### config.mk
export PLATFORM = sky130hd
export DESIGN_NAME = striped_sector_remap_unit
export DESIGN_NICKNAME = d
export VERILOG_FILES = /design/src/hdl/ssr_pkg.sv /design/src/hdl/ssr_front.sv /design/src/hdl/ssr_back.sv /design/src/hdl/striped_sector_remap_unit.sv
export SDC_FILE = /design/constraint.sdc
export NUM_CORES = 2
export LEC_CHECK = 0
export BUFFER_PORTS_ARGS = -buffer_cell sky130_fd_sc_hd__buf_2
export CORE_UTILIZATION = 33
export CTS_CLUSTER_SIZE = 25
export DETAILED_ROUTE_END_ITERATION = 12
export PLACE_DENSITY = 0.56
export SLEW_MARGIN = 5
export SYNTH_ARGS = -nofsm -noshare
export SYNTH_HDL_FRONTEND = slang
export SYNTH_SLANG_ARGS = --single-unit
### constraint.sdc
create_clock -name clock -period 22.5 [get_ports clock]
set_input_delay 3.375 -clock clock [delete_from_list [all_inputs] [get_ports clock]]
set_output_delay 3.375 -clock clock [all_outputs]
set_load 0.01 [all_outputs]
### src/hdl/ssr_pkg.sv
package ssr_pkg;

   localparam int SECT_W    = 48;
   localparam int CHUNK_W   = 21;
   localparam int ZCNT_W    = 4;
   localparam int MAX_ZONES = 8;
   localparam int ZIDX_W    = 3;
   localparam int MAX_DISKS = 16;
   localparam int SIDX_W    = 4;
   localparam int MEMB_W    = 5;
   localparam int DEV_W     = 4;
   localparam int LEN_W     = 16;
   localparam int OP_W      = 2;
   localparam int DIV2_W    = CHUNK_W + MEMB_W;
   localparam int CNT_W     = 6;
   localparam int SLOT_AW   = ZIDX_W + SIDX_W;

   localparam logic [OP_W-1:0] OP_MAP     = 2'd0;
   localparam logic [OP_W-1:0] OP_ZONE_WR = 2'd1;
   localparam logic [OP_W-1:0] OP_SLOT_WR = 2'd2;

   localparam logic CSR_CHUNK = 1'b0;
   localparam logic CSR_ZCNT  = 1'b1;

   localparam logic [CHUNK_W-1:0] CHUNK_RESET = 21'd128;
   localparam logic [ZCNT_W-1:0]  ZCNT_RESET  = 4'd1;

   typedef enum logic [1:0] {
      CMD_MAP,
      CMD_ZONE,
      CMD_SLOT
   } cmd_kind_type;

   typedef struct packed {
      cmd_kind_type          kind;
      logic [SECT_W-1:0]     sector;
      logic [LEN_W-1:0]      length_sectors;
      logic [ZIDX_W-1:0]     zone_index;
      logic [SECT_W-1:0]     zone_end_value;
      logic [SECT_W-1:0]     zone_disk_start;
      logic [MEMB_W-1:0]     zone_members;
      logic [SIDX_W-1:0]     slot_index;
      logic [DEV_W-1:0]      device_id;
   } cmd_type;

   typedef struct packed {
      logic    valid;
      cmd_type cmd;
   } queue_head_type;

   typedef enum logic [2:0] {
      ST_IDLE,
      ST_FIND,
      ST_DIV1,
      ST_PREP,
      ST_DIV2,
      ST_MUL,
      ST_DONE
   } state_type;

endpackage

### src/hdl/ssr_front.sv
module ssr_front import ssr_pkg::*; (
   input  logic                clock,
   input  logic                reset,
   input  logic                req_valid,
   output logic                req_stall,
   input  logic [OP_W-1:0]     req_operation,
   input  logic [SECT_W-1:0]   req_sector,
   input  logic [LEN_W-1:0]    req_length_sectors,
   input  logic [ZIDX_W-1:0]   req_zone_index,
   input  logic [SECT_W-1:0]   req_zone_end_value,
   input  logic [SECT_W-1:0]   req_zone_disk_start,
   input  logic [MEMB_W-1:0]   req_zone_members,
   input  logic [SIDX_W-1:0]   req_slot_index,
   input  logic [DEV_W-1:0]    req_device_id,
   output queue_head_type      q_head,
   input  logic                q_pop
);

   cmd_type     buf_ff [2];
   logic        wr_ptr_ff, wr_ptr_in;
   logic        rd_ptr_ff, rd_ptr_in;
   logic [1:0]  cnt_ff, cnt_in;
   logic        known_op;
   logic        push;
   cmd_type     cmd_new;

   always_comb begin
      cmd_new.sector          = req_sector;
      cmd_new.length_sectors  = req_length_sectors;
      cmd_new.zone_index      = req_zone_index;
      cmd_new.zone_end_value  = req_zone_end_value;
      cmd_new.zone_disk_start = req_zone_disk_start;
      cmd_new.zone_members    = req_zone_members;
      cmd_new.slot_index      = req_slot_index;
      cmd_new.device_id       = req_device_id;
      known_op                = 1'b1;
      unique case (req_operation)
         OP_MAP:     cmd_new.kind = CMD_MAP;
         OP_ZONE_WR: cmd_new.kind = CMD_ZONE;
         OP_SLOT_WR: cmd_new.kind = CMD_SLOT;
         default: begin
            cmd_new.kind = CMD_MAP;
            known_op     = 1'b0;
         end
      endcase
   end

   // Unknown operations are taken and dropped here.
   assign req_stall = (cnt_ff == 2'd2);
   assign push      = req_valid && !req_stall && known_op;

   assign q_head.valid = (cnt_ff != 2'd0);
   assign q_head.cmd   = buf_ff[rd_ptr_ff];

   always_comb begin
      wr_ptr_in = push  ? ~wr_ptr_ff : wr_ptr_ff;
      rd_ptr_in = q_pop ? ~rd_ptr_ff : rd_ptr_ff;
      cnt_in    = cnt_ff + {1'b0, push} - {1'b0, q_pop};
   end

   always_ff @(posedge clock) begin
      if (reset) begin
         wr_ptr_ff <= 1'b0;
         rd_ptr_ff <= 1'b0;
         cnt_ff    <= 2'd0;
      end else begin
         wr_ptr_ff <= wr_ptr_in;
         rd_ptr_ff <= rd_ptr_in;
         cnt_ff    <= cnt_in;
      end
   end

   always_ff @(posedge clock) begin
      if (push) begin
         buf_ff[wr_ptr_ff] <= cmd_new;
      end
   end

   a_cnt_bound: assert property (@(posedge clock) disable iff (reset)
      cnt_ff != 2'd3) else $error("queue count above depth");
   a_no_pop_empty: assert property (@(posedge clock) disable iff (reset)
      q_pop |-> cnt_ff != 2'd0) else $error("pop from empty queue");
   a_cnt_track: assert property (@(posedge clock) disable iff (reset)
      (push && !q_pop) |=> cnt_ff == $past(cnt_ff) + 2'd1)
      else $error("queue count lost a push");

endmodule

### src/hdl/ssr_back.sv
module ssr_back import ssr_pkg::*; (
   input  logic                clock,
   input  logic                reset,
   input  logic                csr_write,
   input  logic                csr_index,
   input  logic [CHUNK_W-1:0]  csr_data,
   input  queue_head_type      q_head,
   output logic                q_pop,
   output logic                rsp_valid,
   input  logic                rsp_stall,
   output logic [ZIDX_W-1:0]   rsp_zone_hit,
   output logic [SIDX_W-1:0]   rsp_slot_hit,
   output logic [DEV_W-1:0]    rsp_target_device,
   output logic [SECT_W-1:0]   rsp_device_sector,
   output logic                rsp_crosses_chunk,
   output logic                rsp_out_of_range
);

   state_type state_ff, state_in;

   logic [CHUNK_W-1:0] chunk_ff;
   logic [ZCNT_W-1:0]  zcnt_ff;

   logic [SECT_W-1:0]  end_ff   [MAX_ZONES];
   logic [SECT_W-1:0]  start_ff [MAX_ZONES];
   logic [MEMB_W-1:0]  memb_ff  [MAX_ZONES];
   logic [DEV_W-1:0]   slot_mem [MAX_ZONES * MAX_DISKS];
   logic [DEV_W-1:0]   slot_rd_ff;

   cmd_type            cmd_ff;
   logic [ZIDX_W-1:0]  zone_ff;
   logic               found_ff;
   logic [CNT_W-1:0]   cnt_ff;
   logic [CHUNK_W-1:0] rem1_ff;
   logic [SECT_W-1:0]  quo1_ff;
   logic [DIV2_W-1:0]  dv2_ff;
   logic [DIV2_W-1:0]  rem2_ff;
   logic [SECT_W-1:0]  quo2_ff;
   logic [MEMB_W-1:0]  m_ff;
   logic [MEMB_W-1:0]  modr_ff;
   logic [SECT_W-1:0]  acc_ff;
   logic [SECT_W-1:0]  mcand_ff;
   logic               cross_ff;

   logic                rsp_valid_ff;
   logic [ZIDX_W-1:0]   zone_hit_ff;
   logic [SIDX_W-1:0]   slot_hit_ff;
   logic [DEV_W-1:0]    dev_ff;
   logic [SECT_W-1:0]   dsec_ff;
   logic                crosses_ff;
   logic                oor_ff;

   logic [CHUNK_W-1:0]  chunk_eff;
   logic [ZCNT_W-1:0]   nz;
   logic                find_hit;
   logic [ZIDX_W-1:0]   first_zone;
   logic [CHUNK_W:0]    trial1;
   logic                bit1;
   logic [DIV2_W:0]     trial2;
   logic                bit2;
   logic [MEMB_W:0]     trialm;
   logic                bitm;
   logic [MEMB_W-1:0]   m_eff;
   logic [SECT_W-1:0]   offset;
   logic [CHUNK_W+1:0]  cross_sum;
   logic                div_last;
   logic                mul_last;
   logic                out_free;

   assign chunk_eff = (chunk_ff == '0) ? CHUNK_W'(1) : chunk_ff;
   assign nz        = (zcnt_ff > ZCNT_W'(MAX_ZONES)) ? ZCNT_W'(MAX_ZONES) : zcnt_ff;
   assign div_last  = (cnt_ff == CNT_W'(SECT_W - 1));
   assign mul_last  = (cnt_ff == CNT_W'(CHUNK_W - 1));
   assign out_free  = !rsp_valid_ff || !rsp_stall;

   // First valid zone whose end lies above the sector.
   always_comb begin
      find_hit   = 1'b0;
      first_zone = '0;
      for (int i = MAX_ZONES - 1; i >= 0; i--) begin
         if ((ZCNT_W'(i) < nz) && (cmd_ff.sector < end_ff[i])) begin
            find_hit   = 1'b1;
            first_zone = ZIDX_W'(i);
         end
      end
   end

   always_comb begin
      trial1 = {rem1_ff, quo1_ff[SECT_W-1]};
      bit1   = (trial1 >= {1'b0, chunk_eff});
      trial2 = {rem2_ff, quo2_ff[SECT_W-1]};
      bit2   = (trial2 >= {1'b0, dv2_ff});
      trialm = {modr_ff, quo1_ff[SECT_W-1]};
      bitm   = (trialm >= {1'b0, m_ff});
   end

   always_comb begin
      m_eff = memb_ff[zone_ff];
      if (m_eff == '0) begin
         m_eff = MEMB_W'(1);
      end else if (m_eff > MEMB_W'(MAX_DISKS)) begin
         m_eff = MEMB_W'(MAX_DISKS);
      end
      if (zone_ff == '0) begin
         offset = cmd_ff.sector;
      end else begin
         offset = cmd_ff.sector - end_ff[zone_ff - ZIDX_W'(1)];
      end
      cross_sum = {1'b0, 1'b0, rem1_ff} + (CHUNK_W+2)'(cmd_ff.length_sectors);
   end

   always_comb begin
      state_in = state_ff;
      unique case (state_ff)
         ST_IDLE: begin
            if (q_head.valid && q_head.cmd.kind == CMD_MAP) begin
               state_in = ST_FIND;
            end
         end
         ST_FIND: state_in = ST_DIV1;
         ST_DIV1: if (div_last) state_in = ST_PREP;
         ST_PREP: state_in = found_ff ? ST_DIV2 : ST_DONE;
         ST_DIV2: if (div_last) state_in = ST_MUL;
         ST_MUL:  if (mul_last) state_in = ST_DONE;
         ST_DONE: if (out_free) state_in = ST_IDLE;
         default: state_in = ST_IDLE;
      endcase
   end

   always_comb begin
      q_pop = 1'b0;
      unique case (state_ff)
         ST_IDLE: q_pop = q_head.valid;
         default: q_pop = 1'b0;
      endcase
   end

   always_ff @(posedge clock) begin
      if (reset) begin
         state_ff     <= ST_IDLE;
         chunk_ff     <= CHUNK_RESET;
         zcnt_ff      <= ZCNT_RESET;
         rsp_valid_ff <= 1'b0;
      end else begin
         state_ff <= state_in;
         if (csr_write) begin
            unique case (csr_index)
               CSR_CHUNK: chunk_ff <= csr_data;
               CSR_ZCNT:  zcnt_ff  <= csr_data[ZCNT_W-1:0];
               default:   chunk_ff <= chunk_ff;
            endcase
         end
         if (state_ff == ST_DONE && out_free) begin
            rsp_valid_ff <= 1'b1;
         end else if (!rsp_stall) begin
            rsp_valid_ff <= 1'b0;
         end
      end
   end

   // Table writes and the slot table read port.
   always_ff @(posedge clock) begin
      if (q_pop && q_head.cmd.kind == CMD_ZONE) begin
         end_ff[q_head.cmd.zone_index]   <= q_head.cmd.zone_end_value;
         start_ff[q_head.cmd.zone_index] <= q_head.cmd.zone_disk_start;
         memb_ff[q_head.cmd.zone_index]  <= q_head.cmd.zone_members;
      end
      if (q_pop && q_head.cmd.kind == CMD_SLOT) begin
         slot_mem[{q_head.cmd.zone_index, q_head.cmd.slot_index}] <= q_head.cmd.device_id;
      end
      slot_rd_ff <= slot_mem[{zone_ff, modr_ff[SIDX_W-1:0]}];
   end

   always_ff @(posedge clock) begin
      case (state_ff)
         ST_IDLE: begin
            cmd_ff <= q_head.cmd;
         end
         ST_FIND: begin
            zone_ff  <= first_zone;
            found_ff <= find_hit;
            rem1_ff  <= '0;
            quo1_ff  <= cmd_ff.sector;
            cnt_ff   <= '0;
         end
         ST_DIV1: begin
            rem1_ff <= bit1 ? CHUNK_W'(trial1 - {1'b0, chunk_eff}) : trial1[CHUNK_W-1:0];
            quo1_ff <= {quo1_ff[SECT_W-2:0], bit1};
            cnt_ff  <= cnt_ff + CNT_W'(1);
         end
         ST_PREP: begin
            cross_ff <= (cross_sum > (CHUNK_W+2)'(chunk_eff));
            m_ff     <= m_eff;
            dv2_ff   <= DIV2_W'(chunk_eff) * DIV2_W'(m_eff);
            quo2_ff  <= offset;
            rem2_ff  <= '0;
            modr_ff  <= '0;
            cnt_ff   <= '0;
         end
         ST_DIV2: begin
            rem2_ff <= bit2 ? DIV2_W'(trial2 - {1'b0, dv2_ff}) : trial2[DIV2_W-1:0];
            quo2_ff <= {quo2_ff[SECT_W-2:0], bit2};
            modr_ff <= bitm ? MEMB_W'(trialm - {1'b0, m_ff}) : trialm[MEMB_W-1:0];
            quo1_ff <= {quo1_ff[SECT_W-2:0], 1'b0};
            if (div_last) begin
               acc_ff <= SECT_W'(rem1_ff) + start_ff[zone_ff];
               cnt_ff <= '0;
            end else begin
               cnt_ff <= cnt_ff + CNT_W'(1);
            end
         end
         ST_MUL: begin
            // Shift-and-add of the stripe row number by the chunk size.
            if (cnt_ff == '0) begin
               if (chunk_eff[0]) acc_ff <= acc_ff + quo2_ff;
               mcand_ff <= {quo2_ff[SECT_W-2:0], 1'b0};
            end else begin
               if (chunk_eff[cnt_ff[4:0]]) acc_ff <= acc_ff + mcand_ff;
               mcand_ff <= {mcand_ff[SECT_W-2:0], 1'b0};
            end
            cnt_ff <= cnt_ff + CNT_W'(1);
         end
         ST_DONE: begin
            if (out_free) begin
               crosses_ff <= cross_ff;
               oor_ff     <= !found_ff;
               if (found_ff) begin
                  zone_hit_ff <= zone_ff;
                  slot_hit_ff <= modr_ff[SIDX_W-1:0];
                  dev_ff      <= slot_rd_ff;
                  dsec_ff     <= acc_ff;
               end else begin
                  zone_hit_ff <= '0;
                  slot_hit_ff <= '0;
                  dev_ff      <= '0;
                  dsec_ff     <= '0;
               end
            end
         end
         default: begin
            cnt_ff <= cnt_ff;
         end
      endcase
   end

   assign rsp_valid         = rsp_valid_ff;
   assign rsp_zone_hit      = zone_hit_ff;
   assign rsp_slot_hit      = slot_hit_ff;
   assign rsp_target_device = dev_ff;
   assign rsp_device_sector = dsec_ff;
   assign rsp_crosses_chunk = crosses_ff;
   assign rsp_out_of_range  = oor_ff;

   a_rem1_bound: assert property (@(posedge clock) disable iff (reset)
      state_ff == ST_DIV1 |-> rem1_ff < chunk_eff)
      else $error("chunk remainder not below chunk size");
   a_modr_bound: assert property (@(posedge clock) disable iff (reset)
      state_ff == ST_DIV2 |-> modr_ff < m_ff)
      else $error("slot remainder not below member count");
   a_pop_idle: assert property (@(posedge clock) disable iff (reset)
      q_pop |-> state_ff == ST_IDLE) else $error("queue popped while busy");
   a_cnt_range: assert property (@(posedge clock) disable iff (reset)
      (state_ff == ST_MUL) |-> cnt_ff < CNT_W'(CHUNK_W))
      else $error("multiply step count overran");

endmodule

### src/hdl/striped_sector_remap_unit.sv
// A map request passes through the queue, the zone search, the chunk division,
// the setup step, the row division, the row multiply and the output load; a
// request past the last zone skips the row division and multiply. Map requests
// are handled one at a time: the next is not taken until the last result is
// loaded into the output register, which waits while the output is stalled.
// Reset (synchronous, active high) empties the queue and the output register and
// loads chunk size 128 and one zone; the zone and slot tables keep their contents.
module striped_sector_remap_unit import ssr_pkg::*; (
   input  logic                clock,
   input  logic                reset,
   input  logic                csr_write,
   input  logic                csr_index,
   input  logic [CHUNK_W-1:0]  csr_data,
   input  logic                req_valid,
   output logic                req_stall,
   input  logic [OP_W-1:0]     req_operation,
   input  logic [SECT_W-1:0]   req_sector,
   input  logic [LEN_W-1:0]    req_length_sectors,
   input  logic [ZIDX_W-1:0]   req_zone_index,
   input  logic [SECT_W-1:0]   req_zone_end_value,
   input  logic [SECT_W-1:0]   req_zone_disk_start,
   input  logic [MEMB_W-1:0]   req_zone_members,
   input  logic [SIDX_W-1:0]   req_slot_index,
   input  logic [DEV_W-1:0]    req_device_id,
   output logic                rsp_valid,
   input  logic                rsp_stall,
   output logic [ZIDX_W-1:0]   rsp_zone_hit,
   output logic [SIDX_W-1:0]   rsp_slot_hit,
   output logic [DEV_W-1:0]    rsp_target_device,
   output logic [SECT_W-1:0]   rsp_device_sector,
   output logic                rsp_crosses_chunk,
   output logic                rsp_out_of_range
);

   queue_head_type q_head;
   logic           q_pop;

   ssr_front u_front (
      .clock               (clock),
      .reset               (reset),
      .req_valid           (req_valid),
      .req_stall           (req_stall),
      .req_operation       (req_operation),
      .req_sector          (req_sector),
      .req_length_sectors  (req_length_sectors),
      .req_zone_index      (req_zone_index),
      .req_zone_end_value  (req_zone_end_value),
      .req_zone_disk_start (req_zone_disk_start),
      .req_zone_members    (req_zone_members),
      .req_slot_index      (req_slot_index),
      .req_device_id       (req_device_id),
      .q_head              (q_head),
      .q_pop               (q_pop)
   );

   ssr_back u_back (
      .clock             (clock),
      .reset             (reset),
      .csr_write         (csr_write),
      .csr_index         (csr_index),
      .csr_data          (csr_data),
      .q_head            (q_head),
      .q_pop             (q_pop),
      .rsp_valid         (rsp_valid),
      .rsp_stall         (rsp_stall),
      .rsp_zone_hit      (rsp_zone_hit),
      .rsp_slot_hit      (rsp_slot_hit),
      .rsp_target_device (rsp_target_device),
      .rsp_device_sector (rsp_device_sector),
      .rsp_crosses_chunk (rsp_crosses_chunk),
      .rsp_out_of_range  (rsp_out_of_range)
   );

endmodule
# Yosys cells after proc, flatten, opt, wreduce, memory -nomap -nowiden
# Memories as Yosys holds them, arrays and structs flattened. A register that Yosys moved wholly into a read port is not among the register bits.
# Index checks and enable logic that the tools add are counted.
[op_classes] n_mux=51 n_addsub=12 order_cmp=23 bitwise_logic=3 shift=0 n_div=0 mul=1 n_eq_ne=21 reduce_logical=43
[op_table] op="< comparator 48 bit" n=8
[op_table] op="2-to-1 mux 48 bit" n=6
[op_table] op="one-hot mux 48 bit (2 select lines)" n=2
[op_table] op="one-hot mux 48 bit (3 select lines)" n=1
[op_table] op="adder 48 bit" n=2
[op_table] op="one-hot mux 26 bit (2 select lines)" n=1
[op_table] op="adder 21 x 48 -> 48 bit" n=1
[op_table] op="subtractor 48 bit" n=1
[op_table] op="2-to-1 mux 21 bit" n=2
[op_table] op="one-hot mux 21 bit (2 select lines)" n=1
[op_table] op=">= comparator 27 x 26 -> 1 bit" n=1
[op_table] op="2-to-1 mux 3 bit" n=9
[op_table] op="multiplier 21 x 5 -> 26 bit" n=1
[op_table] op="2-to-1 mux 26 bit" n=1
[op_table] op="subtractor 26 bit" n=1
[op_table] op="> comparator 23 x 21 -> 1 bit" n=1
[op_table] op="adder 21 x 16 -> 22 bit" n=1
[op_table] op=">= comparator 22 x 21 -> 1 bit" n=1
[op_table] op="zero test 21 bit" n=1
[op_table] op="one-hot mux 3 bit (7 select lines)" n=1
[op_table] op="subtractor 21 bit" n=1
[op_table] op="one-hot mux 6 bit (3 select lines)" n=1
[op_table] op="< comparator 3 x 4 -> 1 bit (first input constant)" n=4
[op_table] op="2-to-1 mux 1 bit" n=15
[op_table] op="other kinds (45)" n=90
[word_totals] latchBits=0 memories=5 out_inout_bits=63 input_bits=205 rom_bits=0 register_bits=444 wordCells=189 mem_bits_rw=1676
[mem_list] name="u_back.slot_mem" depth=128 width=4 rd=1 rd_ports_with_merged_regs=1 wr=1 line_no="ssr_back.sv:27" source="logic [DEV_W-1:0] slot_mem [MAX_ZONES * MAX_DISKS];"
[mem_list] name="u_back.end_ff" depth=8 width=48 rd=9 rd_ports_with_merged_regs=0 wr=1 line_no="ssr_back.sv:24" source="logic [SECT_W-1:0] end_ff [MAX_ZONES];"
[mem_list] name="u_back.start_ff" depth=8 width=48 rd=1 rd_ports_with_merged_regs=0 wr=1 line_no="ssr_back.sv:25" source="logic [SECT_W-1:0] start_ff [MAX_ZONES];"
[mem_list] name="u_front.buf_ff" depth=2 width=178 rd=1 rd_ports_with_merged_regs=1 wr=1 line_no="ssr_front.sv:19" source="cmd_type buf_ff [2];"
[mem_list] name="u_back.memb_ff" depth=8 width=5 rd=1 rd_ports_with_merged_regs=0 wr=1 line_no="ssr_back.sv:26" source="logic [MEMB_W-1:0] memb_ff [MAX_ZONES];"

# Depth between registers and ports, before layout
[depth] depth_word=11 depth_mapped=26 ltp_nobuf=22

# By module
# A second synthesis with hierarchy kept.
[hier_totals] cells_unflattened=7234 area_unflattened_um2=104566.5
[by_module_without_submodules] mod="ssr_back" area_each_um2=91044.8 cells_per_inst=6652 instances=1
[by_module_without_submodules] mod="ssr_front" area_each_um2=13521.7 cells_per_inst=582 instances=1

# Worst setup path before layout
# Ideal clock, no wire load.
[synth_timing] kind="flip-flop to flip-flop" from="reg u_back.state_ff[0]" to="mem u_back.end_ff[2][0], enable pin" arrival_time_ns=12.508 period_less_slack_ns=13.192 stages_incl_launch_ff=6 setup_slack_ns=9.308 cell_sequence="dfxtp_1 -> clkbuf_1 -> nor3_1 -> nor2b_1 -> nand2_1 -> nor3_1"
[synth_between] elab_chain_len=5
[synth_rtl] item="start: declaration" line_no="ssr_back.sv:19" source="state_type state_ff, state_in;"
[synth_rtl] item="start signal: assignment" line_no="ssr_back.sv:145" source="state_ff <= state_in;"
[synth_rtl] item="zero test 3 bit" line_no="ssr_back.sv:132" source="unique case (state_ff)"
[synth_rtl] item="2-to-1 mux 1 bit" line_no="ssr_back.sv:132"
[synth_rtl] item="net q_pop" line_no="striped_sector_remap_unit.sv:36" source="logic q_pop;"
[synth_rtl] item="logical AND 1 bit" line_no="ssr_back.sv:163" source="if (q_pop && q_head.cmd.kind == CMD_ZONE) begin"
[synth_rtl] item="2-to-1 mux 1 bit" line_no="ssr_back.sv:163"
[synth_rtl] item="2-to-1 mux 1 bit (implied by the code)" line_no="ssr_back.sv:164" source="end_ff[q_head.cmd.zone_index] <= q_head.cmd.zone_end_value;"
[synth_rtl] item="end: declaration" line_no="ssr_back.sv:24"
# The timed path passes the listed nets, and every way through them passes these cells.

# Worst setup path in the final report
[layout_timing] from="reg u_back.zone_ff[0]" to="reg u_back.quo2_ff[36] (data pin)"
[layout_between] elab_chain_len=5 word_cells_on_any_way=6 classes_between="add/sub: 2; mux: 2; reduce/logical: 1; memory: 1"
[layout_rtl] item="start: declaration" line_no="ssr_back.sv:31" source="logic [ZIDX_W-1:0] zone_ff;"
[layout_rtl] item="start signal: assignment" line_no="ssr_back.sv:180" source="zone_ff <= first_zone;"
[layout_rtl] item="subtractor 3 x 1 -> 3 bit" line_no="ssr_back.sv:107" source="offset = cmd_ff.sector - end_ff[zone_ff - ZIDX_W'(1)];"
[layout_rtl] item="memory (8 x 48 bit)"
[layout_rtl] item="subtractor 48 bit" line_no="ssr_back.sv:107"
[layout_rtl] item="2-to-1 mux 48 bit *" line_no="ssr_back.sv:104" source="if (zone_ff == '0) begin"
[layout_rtl] item="one-hot mux 48 bit (2 select lines) *" line_no="ssr_back.sv:175" source="case (state_ff)"
[layout_rtl] item="end signal: assignment" line_no="ssr_back.sv:195" source="quo2_ff <= offset;"
[layout_rtl] item="end signal: assignment" line_no="ssr_back.sv:202" source="quo2_ff <= {quo2_ff[SECT_W-2:0], bit2};"
[layout_rtl] item="end: declaration" line_no="ssr_back.sv:38" source="logic [SECT_W-1:0] quo2_ff;"
# Mark *: on every way between the ends. The rest lies on a longest branch, timed or not.
# A chain may end at the register's enable or synchronous reset.

==> impl.org <==
** Run status
- The run finished with clean final reports.

** Timing
- Setup repair after global routing left no endpoint under its margin.
- Post-Route Setup TNS :: 0 ns
- Setup violations remaining at the end of the flow were counted as 0.
- Min setup slack post-route :: 15.42 ns
- The total count of hold-check failures in the final report came to 0.
- Worst slew pin tran :: between 1 and 1.5 ns
- Tcrit/Tclk final :: 31.46%
- Based on the critical path, the design can be clocked at up to 141.3 MHz.
- Total count of max-transition violations in the final report :: 0
- Hold is met by between 0.4 and 0.5 ns.
- Clock Skew :: around 0.15 ns
- Max-slew headroom :: about 15%
- Subtracting the final worst setup slack from the clock period gives around 7.1 ns.

** Placement
- Worst slack at placement :: 15.35 ns
- Number of input and output port buffers inserted :: 267
- Area after detailed placement :: 110500 um2
- RD Place Congestion :: 0.9063
- Detailed placement ended at an HPWL of 202600 um.

** Global routing
- In the global route stage, met2 resource usage came out at between 20% and 30%.
- Vias in the first global route :: about 63k
- Routing usage on met1 :: about a quarter
- First-pass GRT wire length :: 423100 um
- Global routing used between 10% and 20% of the available tracks across all layers.
- Largest net degree at the start of global routing :: about 130
- The global routing stage identified its most utilized layer as met2.
- The number of antenna violations at the first check in global routing came to between 40 and 50.
- Global Route met3 Usage :: a little under 3%
- Total congestion overflow after global routing :: 0

** Logic synthesis
- Fraction of post-synthesis cell area in the top cell type by area :: 60.22%
- In the synthesized netlist the dominant register cell turns out to be sky130_fd_sc_hd__edfxtp_1.
- Cells after Synth :: ~7.2k
- sky130_fd_sc_hd__edfxtp_1 takes more of the synthesized area than any other cell.
- The synthesized netlist occupies a cell area of around 100000 um2.
- The average instance in the mapped netlist occupies around 15 um2.
- The netlist uses around 90 different library cells.
- For this run, the number of Yosys warnings is 0.
- Most used standard cell by instance count after synthesis :: sky130_fd_sc_hd__edfxtp_1
- FFs w/ async S/R, synth :: 0%
- Leading post-synthesis cells by cell area :: sky130_fd_sc_hd__edfxtp_1 (60%), sky130_fd_sc_hd__mux4_2 (7.9%), sky130_fd_sc_hd__ha_1 (7.5%)
- Syn_nets :: roughly 8.0k
- Sequential share of the synthesized area :: 60.95%
- Commonest cells post-synth :: sky130_fd_sc_hd__edfxtp_1 (2086), sky130_fd_sc_hd__ha_1 (620), sky130_fd_sc_hd__inv_1 (570), sky130_fd_sc_hd__nor2_1 (478), sky130_fd_sc_hd__a21oi_1 (388)
- In this run, synthesis produced a sequential element count of approximately 2.1k.
- Yosys mapped a number of flops with a built-in enable equal to 2086.

** Power and ir drop
- Per report_power, the sequential group accounts for roughly 41% of the total.
- Switching Share :: between 30% and 40%
- In this run, the clock network consumes just under 30% of the power.
- Power dissipated by switching net loads :: 4.287 mW
- In this run, the combinational gates consume 29.6% of the power.
- Max rail drop VDD :: 78.00 uV
- P per Cell Area :: 109.9 nW/um2
- Cell internal power was estimated by the tool at between 8 and 9 mW.
- Standby leakage power :: between 40 and 50 nW

** Cells and area
- Summing all multi-input logic gate instances after layout gives around 38000 um2.
- Final Net Count :: around 8.4k
- Sequential cell area in the final layout :: around 63000 um2
- Of the cells placed in the final design, the portion with a size suffix greater than 1 is between 10% and 20%.
- After filler insertion, the fill cell instance count of the layout stands at slightly below 30k.
- With fillers left out, the area of the finished cells amounts to between 100000 and 150000 um2.
- At the end of the flow the core is filled with cells to a little under two fifths.
- Syn-to-layout area delta :: 13.70%

** Detailed routing
- After detailed routing, the number of remaining DRC violations is 0.
- Detailed-route wire length :: around 290000 um
- First-iteration detailed-routing DRC count :: around 4.6k
- In the routed layout, each cell is associated on average with a via count of approximately 5.2.
- Routed length per instance :: 24.30 um
- DR vias :: 61.85k
- Number of routed nets with antenna violations :: 0
- The first detailed-routing pass ran for 9 iterations.

** Setup path
- The startpoint identified for the worst register-to-register timing path is u_back.zone_ff[0].
- Worst R2R Path Depth :: 18
- The critical path in this run is classified as register to register.
- STA puts the critical path data arrival time at just under 8 ns.
- Critical Path Source Type :: register
- WP data required :: roughly 23 ns
- Along the worst path, the maximum fanout reaches 55.
- Register-to-register path setup slack :: approximately 15 ns
- The worst register-to-register path ends at u_back.quo2_ff[36].
- The worst setup path is captured at a register.

** Clock tree
- Clock network latency to the later pin of the worst-skew pair :: roughly 0.97 ns
- Counting the buffers created by CTS gives 233.
- PostCTS Resize Cnt :: 0
- TritonCTS built the clock tree.
- CTS placed an instance of sky130_fd_sc_hd__clkbuf_16 at the clock tree root.
- H-tree lvl count :: 4
- In this run the post-CTS setup repair buffer count came out at 0.
- Counting along the longest clock path gives a buffer depth of 4.
- Clock Sinks :: 2124
- Worst-path clk slew :: 0.07 ns
- After clock tree synthesis, the flow added hold-fix buffers numbering 0.

** Floorplanning
- The die covers between 300000 and 400000 um2.
- X dimension of the die :: roughly 560 um
- Chip height :: roughly 560 um
- Effective utilization at floorplan :: between 30% and 40%
- For this design the top-level I/O count stands at between 200 and 300.
- Core Footprint :: around 310000 um2
- Number of rows created at floorplan :: a little over 200

** Worst hold path
- The path class of the tightest hold or removal check is register to register.
- Along the worst hold path, the cell count comes to 0.
- The startpoint identified for the worst hold timing path is u_back.cross_ff.
- Worst hold path endpoint :: u_back.rsp_crosses_chunk

** Run
- Number of maximum-capacitance constraint violations :: 0
## worst max-delay path: stages (launching register included)
cell and delay (ns):
sky130_fd_sc_hd__edfxtp_1 0.34, sky130_fd_sc_hd__buf_4 0.59, sky130_fd_sc_hd__inv_6 0.10, sky130_fd_sc_hd__ha_4 0.86, sky130_fd_sc_hd__buf_4 0.87, sky130_fd_sc_hd__mux4_2 0.43
sky130_fd_sc_hd__mux2_2 0.28, sky130_fd_sc_hd__ha_1 0.21, sky130_fd_sc_hd__fa_1 0.38, sky130_fd_sc_hd__nor2b_1 0.24, sky130_fd_sc_hd__o31ai_1 0.14, sky130_fd_sc_hd__a21oi_1 0.26
sky130_fd_sc_hd__o21ai_0 0.26, sky130_fd_sc_hd__a21oi_1 0.27, sky130_fd_sc_hd__o21ai_0 0.16, sky130_fd_sc_hd__a2111oi_0 0.64, sky130_fd_sc_hd__nor2_1 0.25, sky130_fd_sc_hd__xnor2_1 0.17
sky130_fd_sc_hd__a221o_1 0.34
## state kept, by name (all words and copies together), names as in the netlist, 26 cells and up, named ones only
signal and cells:
u_back.dv2_ff 26, u_back.quo2_ff 48, u_back.rem2_ff 26, u_back.end_ff 384
u_back.acc_ff 48, u_back.slot_mem 512, u_front.buf_ff 356, u_back.rsp_device_sector 48
u_back.quo1_ff 48, u_back.start_ff 384, u_back.memb_ff 40, u_back.mcand_ff 47
u_back.cmd_ff 64
## logic make-up after synthesis
kind of cell	synth area share, %
XOR/XNOR	1.735
multiplexers	12.32
AND/OR/NAND/NOR	6.451
AO/OA/AOI/OAI	6.836
adder cells (fa/ha/maj)	8.690
buffers and inverters	3.016
flip-flops	60.95
## per-stage QoR
step / std cells / total power [mW]
after floorplan: 7150 / 7.904
after global placement: 11420 / 9.120
after detailed placement: 11420 / 9.205
after CTS: 11840 / 13.12
after global routing: 11840 / 13.68
final: 11850 / 13.00
## power by group through the flow
| stage | clock [mW] | combinational [mW] | sequential [mW] |
|---|---|---|---|
| floorplan | 0 | 2.72 | 5.19 |
| global placement | 0 | 3.76 | 5.36 |
| detailed placement | 0 | 3.84 | 5.36 |
| finish | 3.88 | 3.84 | 5.28 |
| CTS | 3.96 | 3.87 | 5.28 |
| global route | 4.10 | 4.27 | 5.31 |
## worst max-delay path by stage
stage                       startpoint             endpoint  slack [ns]  cells past startpoint
global route         u_back.zone_ff[0]    u_back.dv2_ff[24]       14.88                     21
global placement     u_back.zone_ff[0]    u_back.dv2_ff[24]       15.40                     21
floorplan           u_back.state_ff[0]  u_back.end_ff[2][0]        9.31                      5
finish               u_back.zone_ff[0]   u_back.quo2_ff[36]       15.42                     18
detailed placement   u_back.zone_ff[0]   u_back.quo2_ff[36]       15.35                     18
CTS                  u_back.zone_ff[0]   u_back.quo2_ff[36]       15.32                     18
## routing by layer
metal  up-vias  wire length, um  part of all wire [%]
li1      28050                -                     -
met1     31680           127100                    44
met2      1619           135900                    47
met3       447            16030                   5.6
met4        54             8752                   3.0
met5         -              317                  0.11
## area by class of cell
class / count / share of cell area, %
sequential: 2124 / 53.61
multi-input combinational: 4215 / 31.87
clock buffer: 278 / 5.142
tap: 4140 / 4.380
inverter: 573 / 1.824
timing repair buffer: 365 / 1.784
clock inverter: 148 / 1.367
antenna: 11 / 0.02327
## cells in the final DEF (no fill, tap or decap), types with 70 or more instances in the layout
cell type / Yosys / layout
sky130_fd_sc_hd__nor2_1: 478 / 475
sky130_fd_sc_hd__nor2b_1: 72 / 70
sky130_fd_sc_hd__ha_1: 620 / 619
sky130_fd_sc_hd__mux2i_1: 106 / 102
sky130_fd_sc_hd__nand3_1: 76 / 75
sky130_fd_sc_hd__nand2_1: 358 / 356
sky130_fd_sc_hd__nand4_1: 82 / 82
sky130_fd_sc_hd__nor3_1: 129 / 120
sky130_fd_sc_hd__inv_1: 570 / 569
sky130_fd_sc_hd__clkbuf_16: 0 / 234
sky130_fd_sc_hd__mux4_2: 365 / 365
sky130_fd_sc_hd__a21oi_1: 388 / 385
sky130_fd_sc_hd__mux2_2: 287 / 284
sky130_fd_sc_hd__buf_2: 24 / 267
sky130_fd_sc_hd__xor2_1: 79 / 78
sky130_fd_sc_hd__edfxtp_1: 2086 / 2086
sky130_fd_sc_hd__xnor2_1: 127 / 127
sky130_fd_sc_hd__buf_4: 3 / 95
sky130_fd_sc_hd__o21ai_0: 204 / 203
sky130_fd_sc_hd__a21o_1: 186 / 186
No activity file was read; power rests on OpenSTA's default activity.
